===== src/hw/rtl/rdc_pkg.sv =====
package rdc_pkg;

   // widths of the working datapath and of the ports
   localparam int VALUE_BITS = 32;
   localparam int IN_VALUE_W = 32;
   localparam int RADIX_W    = 4;
   localparam int DIGIT_W    = 4;
   localparam int PROD_W     = VALUE_BITS + RADIX_W;

   // power stack holds every power below the top one
   localparam int STACK_AW    = $clog2(VALUE_BITS);
   localparam int STACK_DEPTH = 2 ** STACK_AW;

   // valid radix range
   localparam logic [RADIX_W-1:0] RADIX_MIN = RADIX_W'(2);
   localparam logic [RADIX_W-1:0] RADIX_MAX = RADIX_W'(10);

   typedef logic [VALUE_BITS-1:0] value_type;

   // control from the sequencer to the power stack
   typedef struct packed {
      logic clear;
      logic push;
      logic pop;
   } stack_ctrl_type;

endpackage


===== src/hw/rtl/radix_digit_converter_core.sv =====
// a conversion grows the power of the radix first, then per digit subtracts it repeatedly and emits a beat
// throughput: one conversion at a time, the next request is taken after the last beat
// power growth uses the one radix multiplier, each digit the one compare-subtract unit
// a bad radix answers with one error beat in the cycle after the request
// reset: sequencer idle, no result beat pending, power stack storage left as is
module radix_digit_converter_core (
   input  logic                         clock,
   input  logic                         reset,
   input  logic                         req_valid,
   output logic                         req_ready,
   input  logic [rdc_pkg::IN_VALUE_W-1:0] req_value,
   input  logic [rdc_pkg::RADIX_W-1:0]  req_radix,
   output logic                         rsp_valid,
   input  logic                         rsp_ready,
   output logic [rdc_pkg::DIGIT_W-1:0]  rsp_digit,
   output logic                         rsp_last,
   output logic                         rsp_error
);
   import rdc_pkg::*;

   localparam logic [1:0] ST_IDLE  = 2'd0;
   localparam logic [1:0] ST_GROW  = 2'd1;
   localparam logic [1:0] ST_DIGIT = 2'd2;
   localparam logic [1:0] ST_EMIT  = 2'd3;

   logic [1:0]          state_ff, state_in;
   value_type           rem_ff, rem_in;
   value_type           power_ff, power_in;
   logic [RADIX_W-1:0]  radix_ff, radix_in;
   logic [DIGIT_W-1:0]  digit_ff, digit_in;
   logic                last_ff, last_in;
   logic                error_ff, error_in;
   logic                rsp_valid_ff, rsp_valid_in;

   logic [PROD_W-1:0]   product;
   logic                bad_radix;
   stack_ctrl_type      stk_ctrl;
   value_type           stk_top;
   logic                stk_empty;

   rdc_power_stack u_stack (
      .clock     (clock),
      .reset     (reset),
      .ctrl      (stk_ctrl),
      .push_data (power_ff),
      .pop_data  (stk_top),
      .empty     (stk_empty)
   );

   // shared unit: next power of the radix
   assign product   = PROD_W'(power_ff) * PROD_W'(radix_ff);
   assign bad_radix = (req_radix < RADIX_MIN) || (req_radix > RADIX_MAX);

   // sequencer
   always_comb begin
      state_in     = state_ff;
      rem_in       = rem_ff;
      power_in     = power_ff;
      radix_in     = radix_ff;
      digit_in     = digit_ff;
      last_in      = last_ff;
      error_in     = error_ff;
      rsp_valid_in = rsp_valid_ff;
      stk_ctrl     = '0;
      unique case (state_ff)
         ST_IDLE: begin
            if (req_valid) begin
               if (bad_radix) begin
                  digit_in     = '0;
                  last_in      = 1'b1;
                  error_in     = 1'b1;
                  rsp_valid_in = 1'b1;
                  state_in     = ST_EMIT;
               end else begin
                  rem_in         = VALUE_BITS'(req_value);
                  power_in       = VALUE_BITS'(1);
                  radix_in       = req_radix;
                  error_in       = 1'b0;
                  stk_ctrl.clear = 1'b1;
                  state_in       = ST_GROW;
               end
            end
         end
         ST_GROW: begin
            // keep the power while the next one still fits in the value
            if (product <= PROD_W'(rem_ff)) begin
               stk_ctrl.push = 1'b1;
               power_in      = VALUE_BITS'(product);
            end else begin
               digit_in = '0;
               state_in = ST_DIGIT;
            end
         end
         ST_DIGIT: begin
            // repeated subtract of the current power
            if (rem_ff >= power_ff) begin
               rem_in   = rem_ff - power_ff;
               digit_in = digit_ff + 1'b1;
            end else begin
               last_in      = stk_empty;
               stk_ctrl.pop = !stk_empty;
               rsp_valid_in = 1'b1;
               state_in     = ST_EMIT;
            end
         end
         ST_EMIT: begin
            if (rsp_ready) begin
               rsp_valid_in = 1'b0;
               if (last_ff) begin
                  state_in = ST_IDLE;
               end else begin
                  power_in = stk_top;
                  digit_in = '0;
                  state_in = ST_DIGIT;
               end
            end
         end
         default: begin
            state_in = ST_IDLE;
         end
      endcase
   end

   // control registers
   always_ff @(posedge clock) begin
      if (reset) begin
         state_ff     <= ST_IDLE;
         rsp_valid_ff <= 1'b0;
      end else begin
         state_ff     <= state_in;
         rsp_valid_ff <= rsp_valid_in;
      end
   end

   // datapath registers
   always_ff @(posedge clock) begin
      rem_ff   <= rem_in;
      power_ff <= power_in;
      radix_ff <= radix_in;
      digit_ff <= digit_in;
      last_ff  <= last_in;
      error_ff <= error_in;
   end

   assign req_ready = (state_ff == ST_IDLE);
   assign rsp_valid = rsp_valid_ff;
   assign rsp_digit = digit_ff;
   assign rsp_last  = last_ff;
   assign rsp_error = error_ff;

endmodule


===== src/hw/rtl/rdc_power_stack.sv =====
module rdc_power_stack (
   input  logic                   clock,
   input  logic                   reset,
   input  rdc_pkg::stack_ctrl_type ctrl,
   input  rdc_pkg::value_type     push_data,
   output rdc_pkg::value_type     pop_data,
   output logic                   empty
);
   import rdc_pkg::*;

   value_type             mem [STACK_DEPTH];
   logic [STACK_AW:0]     sp_ff;
   logic [STACK_AW:0]     sp_in;
   logic [STACK_AW-1:0]   rd_addr;
   value_type             pop_data_ff;

   assign empty   = (sp_ff == '0);
   assign rd_addr = STACK_AW'(sp_ff - 1'b1);

   // stack pointer update
   always_comb begin
      sp_in = sp_ff;
      priority if (ctrl.clear) begin
         sp_in = '0;
      end else if (ctrl.push) begin
         sp_in = sp_ff + 1'b1;
      end else if (ctrl.pop && !empty) begin
         sp_in = sp_ff - 1'b1;
      end
   end

   always_ff @(posedge clock) begin
      if (reset) begin
         sp_ff <= '0;
      end else begin
         sp_ff <= sp_in;
      end
   end

   // storage write on push, registered read on pop
   always_ff @(posedge clock) begin
      if (ctrl.push && !ctrl.clear) begin
         mem[sp_ff[STACK_AW-1:0]] <= push_data;
      end
      if (ctrl.pop && !empty) begin
         pop_data_ff <= mem[rd_addr];
      end
   end

   assign pop_data = pop_data_ff;

endmodule

===== config.mk =====
export PLATFORM = sky130hd
export DESIGN_NAME = radix_digit_converter_core
export DESIGN_NICKNAME = d
export VERILOG_FILES = /design/src/hw/rtl/rdc_pkg.sv /design/src/hw/rtl/radix_digit_converter_core.sv /design/src/hw/rtl/rdc_power_stack.sv
export SDC_FILE = /design/constraint.sdc
export NUM_CORES = 1
export LEC_CHECK = 0
export ABC_AREA = 1
export BUFFER_PORTS_ARGS = -buffer_cell sky130_fd_sc_hd__clkbuf_2
export CORE_MARGIN = 4
export CORE_UTILIZATION = 50
export CTS_CLUSTER_DIAMETER = 30
export DETAILED_ROUTE_END_ITERATION = 12
export PLACE_DENSITY = 0.65
export REMOVE_ABC_BUFFERS = 1
export SYNTH_ARGS = -nofsm -noshare
export SYNTH_HDL_FRONTEND = slang
export SYNTH_HIERARCHICAL = 1
export SYNTH_SLANG_ARGS = --single-unit
export TNS_END_PERCENT = 20

===== constraint.sdc =====
create_clock -name clock -period 8.6 [get_ports clock]
set_input_delay 1.72 -clock clock [delete_from_list [all_inputs] [get_ports clock]]
set_output_delay 1.72 -clock clock [all_outputs]
set_load 0.01 [all_outputs]

==> results.sh, run 1 <==
export IMPL_startpoint_type="flip-flop"
export IMPL_setup_viol=0
export IMPL_hold_viol=0
export IMPL_dieHeight_um=334.1
export IMPL_synth_top_area_share_pct=63.81
export IMPL_initial_core_util_pct=50.44
export IMPL_grt_total_usage_pct=25.92
export IMPL_synthToLayoutAreaGrowth_pct=16.43
export IMPL_wirelength_met1_mm=59.92
export IMPL_gp_routability_congestion=0.9058
export IMPL_ys_flop_type="edfxtp_1"
export IMPL_place_ws_ns=0.9430
export IMPL_max_cap_viol_count=0
export IMPL_gr_total_overflow=0
export IMPL_synth_top_cell_by_area="edfxtp_1"
export IMPL_slew_headroom_pct=24.61
export IMPL_clk_pin_slew_worst_paths_ns=0.05
export IMPL_postLayoutSetupSlackWorst_ns=0.8597
export IMPL_cts_sinks=1139
export IMPL_yosys_warnings=6
export IMPL_clock_latency_ns=0.78
export IMPL_viasPerCell=5.616
export IMPL_synth_edff_count=1130
export IMPL_fmaxAchievable_ghz=0.1292
export IMPL_grt_antenna_before_repair=0
export IMPL_yosysSeqAreaShare_pct=64.15
export IMPL_synthTopCellsByArea="edfxtp_1, nand2_1, nand3_1"
export IMPL_clockRootBuffer="clkbuf_16"
export IMPL_cts_hold_buffers_added=0
export IMPL_crit_arrival_ns=8.19
export IMPL_rsz0062_at_grt="no"
export IMPL_tns_ns=0
export IMPL_worst_slew_pin_slew_ns=1.131
export IMPL_htree_levels=4
export IMPL_core_area_um2=105400
export IMPL_clock_tree_buffer_depth=3
export IMPL_synthDistinctLibCells=55
export IMPL_fillers=8612
export IMPL_routed_wl_met3_mm=13.64
export IMPL_required_ns=9.05
export IMPL_async_reset_ff_share_pct=0
export IMPL_detail_route_antenna_nets=0
export IMPL_avgRoutedWirePerCell_um=21.59
export IMPL_worstSetupPathType="flip-flop to flip-flop"
export IMPL_drc=0
export IMPL_cp_max_fo=37
export IMPL_layout_min_cycle_time_ns=7.740
export IMPL_netlist_area_um2=53170
export IMPL_io_buffers=47
export IMPL_routed_wl_mm=145.6
export IMPL_synthCells=5068
export IMPL_grt_pass1_wl_mm=222.3
export IMPL_fin_skew_ns=0.03461
export IMPL_avgSynthCellArea_um2=10.49
export IMPL_whs_ns=0.5097
export IMPL_cts_resized_gates=0
export IMPL_via_count=37860
export IMPL_wl_met2_mm=67.82
export IMPL_cts_tree="done"
export IMPL_num_rows=119
export IMPL_cp_end_kind="flip-flop"
export IMPL_grt_pass1_vias=37300
export IMPL_dp_hpwl_mm=85.20
export IMPL_nets=5390
export IMPL_numCtsBuffers=198
export IMPL_drt_pass1_iterations=6
export IMPL_cts_setup_buffers=0
export IMPL_min_period_over_period_pct=90.00
export IMPL_final_util_pct=58.73
export IMPL_drive_above_1_share_pct=10.70
export IMPL_io_pins=48
export IMPL_top_layer="met4"
export IMPL_fp_dieW_um=334.1
export IMPL_ys_seq_elements=1139
export IMPL_drt_iter0_drc=4259
export IMPL_die_area_um2=111600
export IMPL_hp_class="flip-flop to flip-flop"
export IMPL_final_max_slew_viol_count=0
export IMPL_grt_max_degree=205
export IMPL_outcome="finished, final reports clean"
[sequential cells by signal, indices dropped and copies added (netlist names)]
signal            count
power_ff             32
radix_ff              4
rem_ff               32
rsp_digit             4
rsp_error             1
rsp_last              1
rsp_valid             1
state_ff              2
u_stack/mem        1024
u_stack/pop_data     32
u_stack/sp_ff         6
[synthesized netlist by cell type, types with 5 or more instances]
master / count
nand2_1: 1858
edfxtp_1: 1130
nand3_1: 812
inv_1: 349
buf_2: 165
nor2_1: 145
ha_1: 110
a21oi_1: 92
fa_1: 61
o21ai_0: 52
clkbuf_1: 48
xnor2_1: 30
a22o_1: 26
xor2_1: 20
a31oi_1: 16
a21o_1: 13
buf_4: 13
nand2_2: 12
nand4_1: 12
buf_1: 10
dfxtp_1: 9
nand3_2: 8
nor3_1: 8
buf_6: 7
o211ai_1: 6
o21bai_1: 6
a21oi_2: 5
or2_2: 5
[placed cells by master, fill, tap and decap left out, types with 21 or more instances in the layout]
master      netlist  layout
edfxtp_1       1130    1130
buf_4            13      93
a21oi_1          92      92
xnor2_1          30      30
bufinv_16         0      21
clkinv_2          1      35
a22o_1           26      26
inv_1           349     349
ha_1            110     109
nand2_1        1858    1855
inv_6             0      23
nor2_4            1      33
clkbuf_2          0      47
fa_1             61      61
clkbuf_16         0     199
clkinv_1          1      21
nand3_1         812     812
clkinvlp_4        0      25
nor2_1          145     112
o21ai_0          52      51
[final cells by class]
cell class                 count  area (µm²)  share of cell area [%]
antenna                        3       7.507                 0.01213
multi-input combinational   3329       16780                   27.10
clock buffer                 220        5069                   8.187
tap                         1391        1740                   2.811
clock inverter               149        1590                   2.569
sequential                  1139       34120                   55.11
inverter                     355        1356                   2.191
timing repair buffer         156        1254                   2.025
[through the flow]
| step | cells | cell area, µm² |
|---|---|---|
| after CTS | 6739 | 61900 |
| after global placement | 6370 | 55240 |
| final | 6742 | 61910 |
| after floorplan | 4823 | 51920 |
| after detailed placement | 6370 | 55240 |
| after global routing | 6739 | 61900 |
[cell families after synthesis]
group	after synthesis	share of synthesized area (%)
adders and majority gates	171	4.885
xor gates and xnor gates	52	0.8847
buffers and inverters	600	4.866
DFF	1139	64.15
AOI/OAI and AO/OA	233	2.666
and+or+nand+nor	2873	22.55
[critical path, cell delays in order, from the launching register on]
cell and delay, ns:
edfxtp_1 0.83, nand2_1 0.21, inv_1 0.07, fa_1 0.47
inv_1 0.06, fa_1 0.54, inv_1 0.04, ha_1 0.34
a21oi_1 0.23, nand2_1 0.10, a21oi_1 0.15, nand3_2 0.16
a31oi_1 0.33, inv_1 0.08, a21oi_1 0.17, xnor2_1 0.11
ha_1 0.30, nand2_1 0.08, nor4_1 0.31, nand4_1 0.14
a21oi_2 0.22, nand4_2 0.16, inv_1 0.34, inv_1 0.21
nor2_1 0.29, nand2_1 0.51, nor2_4 0.59, buf_4 0.36
[per-layer routing]
metal / vias up / global-route usage (%)
met3: 264 / 5.262
met1: 18310 / 35.99
li1: 17500 / -
met4: 0 / 8.821
met2: 1785 / 41.22
met5: - / 0
[worst paths after layout]
path | start | to | slack [ns] | cells past startpoint
max | power_ff[17] | u_stack/mem[9][6] | 0.86 | 27
min | rsp_valid | rsp_valid | 0.51 | 2
max reg2reg | power_ff[17] | u_stack/mem[9][6] | 0.86 | 27
min reg2reg | rsp_valid | rsp_valid | 0.51 | 2
Power of run 1 is not shown: default switching activity piles up to over one toggle a cycle in this logic, so the estimate is an artifact.
==> run 2: changes to the inputs <==
--- a/config.mk
+++ b/config.mk
@@ -7,10 +7,12 @@
 export LEC_CHECK = 0
 export ABC_AREA = 1
 export BUFFER_PORTS_ARGS = -buffer_cell sky130_fd_sc_hd__clkbuf_2
+export CORE_ASPECT_RATIO = 1.25
 export CORE_MARGIN = 4
 export CORE_UTILIZATION = 50
 export CTS_CLUSTER_DIAMETER = 30
 export DETAILED_ROUTE_END_ITERATION = 12
+export MAX_ROUTING_LAYER = met4
 export PLACE_DENSITY = 0.65
 export REMOVE_ABC_BUFFERS = 1
 export SYNTH_ARGS = -nofsm -noshare
==> run 2 against run 1 <==
Setup slack lost 0.11 ns. Sequential cell count unchanged. Via count fell by 1.4%. Die area about the same. Global-route usage is 0.47 points higher. Count of clock-buffer cells in the layout fell by 48. Critical path depth rose by 4.
==> results.sh, run 2 (synthesized netlist as in run 1, its figures left out) <==
export IMPL_outcome="finished, final reports clean"
export IMPL_cp_max_fo=22
export IMPL_io_pins=48
export IMPL_hp_class="flip-flop to flip-flop"
export IMPL_hold_viol=0
export IMPL_mostFrequentLayoutCell="nand2_1"
export IMPL_whs_ns=0.4730
export IMPL_final_max_slew_viol_count=0
export IMPL_ff2ff_setup_slack_ns=0.75
export IMPL_reg2reg_depth=31
export IMPL_crit_buf_inv=9
export IMPL_synthToLayoutAreaGrowth_pct=13.99
export IMPL_gp_routability_congestion=0.9292
export IMPL_fin_skew_ns=0.04813
export IMPL_worstSetupPathType="flip-flop to flip-flop"
export IMPL_layout_min_cycle_time_ns=7.853
export IMPL_cp_top_family="simple AND/OR/NAND/NOR gates"
export IMPL_drive_above_1_share_pct=9.601
export IMPL_grt_max_degree=213
export IMPL_initial_core_util_pct=50.48
export IMPL_crit_path_max_incr_delay_ns=0.59
export IMPL_io_buffers=47
export IMPL_num_rows=133
export IMPL_dieHeight_um=372.6
export IMPL_drt_iter0_drc=4135
export IMPL_fin_cells=6680
export IMPL_dp_cells=6388
export IMPL_gr_total_overflow=0
export IMPL_clk_pin_slew_worst_paths_ns=0.06
export IMPL_htree_levels=4
export IMPL_cts_resized_gates=0
export IMPL_postLayoutSetupSlackWorst_ns=0.7473
export IMPL_via_count=37320
export IMPL_seq_area_um2=34120
export IMPL_final_cell_mix="nand2_1, edfxtp_1, nand3_1, inv_1, clkbuf_16"
export IMPL_placed_area_um2=55180
export IMPL_place_ws_ns=0.7200
export IMPL_die_area_um2=111700
export IMPL_routed_wl_mm=143.9
export IMPL_viasPerCell=5.587
export IMPL_startpoint_type="flip-flop"
export IMPL_multi_input_area_um2=16780
export IMPL_fp_dieW_um=299.7
export IMPL_setup_viol=0
export IMPL_cts_setup_buffers=0
export IMPL_grt_pass1_wl_mm=219.4
export IMPL_drc=0
export IMPL_cts_tree="done"
export IMPL_cp_startpoint="radix_ff[3]"
export IMPL_dp_hpwl_mm=85.37
export IMPL_hp_start="rsp_valid"
export IMPL_largest_reg_flops=1024
export IMPL_grt_pass1_vias=36250
export IMPL_fillers=8656
export IMPL_numCtsBuffers=157
export IMPL_max_cap_viol_count=0
export IMPL_finalInstanceArea_um2=60610
export IMPL_cp_end_kind="flip-flop"
export IMPL_grt_antenna_before_repair=4
export IMPL_cts_sinks=1139
export IMPL_cts_hold_buffers_added=0
export IMPL_required_ns=9.04
export IMPL_min_period_over_period_pct=91.31
export IMPL_clock_latency_ns=0.77
export IMPL_wirelength_met1_mm=57.25
export IMPL_nets=5341
export IMPL_wl_met2_mm=71.88
export IMPL_top_layer="met4"
export IMPL_drt_pass1_iterations=6
export IMPL_cpMaxStageDelayCell="edfxtp_1"
export IMPL_clock_tree_buffer_depth=3
export IMPL_rsz0062_at_grt="no"
export IMPL_grt_total_usage_pct=26.40
export IMPL_r2r_start="radix_ff[3]"
export IMPL_crit_arrival_ns=8.29
export IMPL_slew_headroom_pct=19.87
export IMPL_crit_path_end="u_stack/mem[18][30]"
export IMPL_clockRootBuffer="clkbuf_16"
export IMPL_r2r_end="u_stack/mem[18][30]"
export IMPL_routed_wl_met3_mm=10.29
export IMPL_core_area_um2=105300
export IMPL_fmaxAchievable_ghz=0.1273
export IMPL_worst_slew_pin_slew_ns=1.202
export IMPL_avgRoutedWirePerCell_um=21.55
export IMPL_detail_route_antenna_nets=0
export IMPL_cp_num_cells=31
run 2: changes by cell type in the layout (fill, tap and decap cells not counted), moves of 7 or more:
cell        delta
clkinv_1      -11
clkinvlp_4     -7
clkbuf_16     -37
inv_6         +10
clkinv_2      -17
clkbuf_1      -10
run 2: worst reg2reg max path: cells and delay by family, from the launching register on:
| kind | cells | cell delay [ns] |
|---|---|---|
| buffers and inverters | 9 | 1.40 |
| AND/OR/NAND/NOR | 13 | 2.60 |
| AO/OA/AOI/OAI | 4 | 1.08 |
| flip-flops | 1 | 0.59 |
| adder cells (fa/ha/maj) | 4 | 1.69 |
| XOR/XNOR | 1 | 0.17 |
run 2: how the worst min path moves through the flow:
stage	end	slack, ns	depth (start not counted)
4_1_cts	rsp_valid	0.48	2
5_1_grt	rsp_valid	0.50	2
3_3_place_gp	rsp_valid	0.46	2
6_report	rsp_valid	0.47	2
3_5_place_dp	rsp_valid	0.47	2
2_1_floorplan	u_stack/sp_ff[5]	0.47	2
run 2: per-stage QoR:
stage,setup TNS (ns),util [%]
2_1_floorplan,-7477.42,-
3_3_place_gp,0,52.39
3_5_place_dp,0,52.39
4_1_cts,0,57.53
5_1_grt,0,57.54
6_report,0,57.54
run 2: layout make-up:
type                       instances  area share, %
sequential                      1139          56.29
antenna                            3        0.01239
timing repair buffer             148          1.907
clock inverter                   117          2.194
inverter                         355          2.238
tap                             1417          2.925
clock buffer                     172          6.750
multi-input combinational       3329          27.69
run 2: per-layer routing:
metal  vias to the layer above  track usage, %
met2                      1499           43.08
li1                      17360               -
met4                         0           8.926
met1                     18180           34.36
met3                       283           3.640
met5                         -               -
Power of run 2 is left out for the same reason.
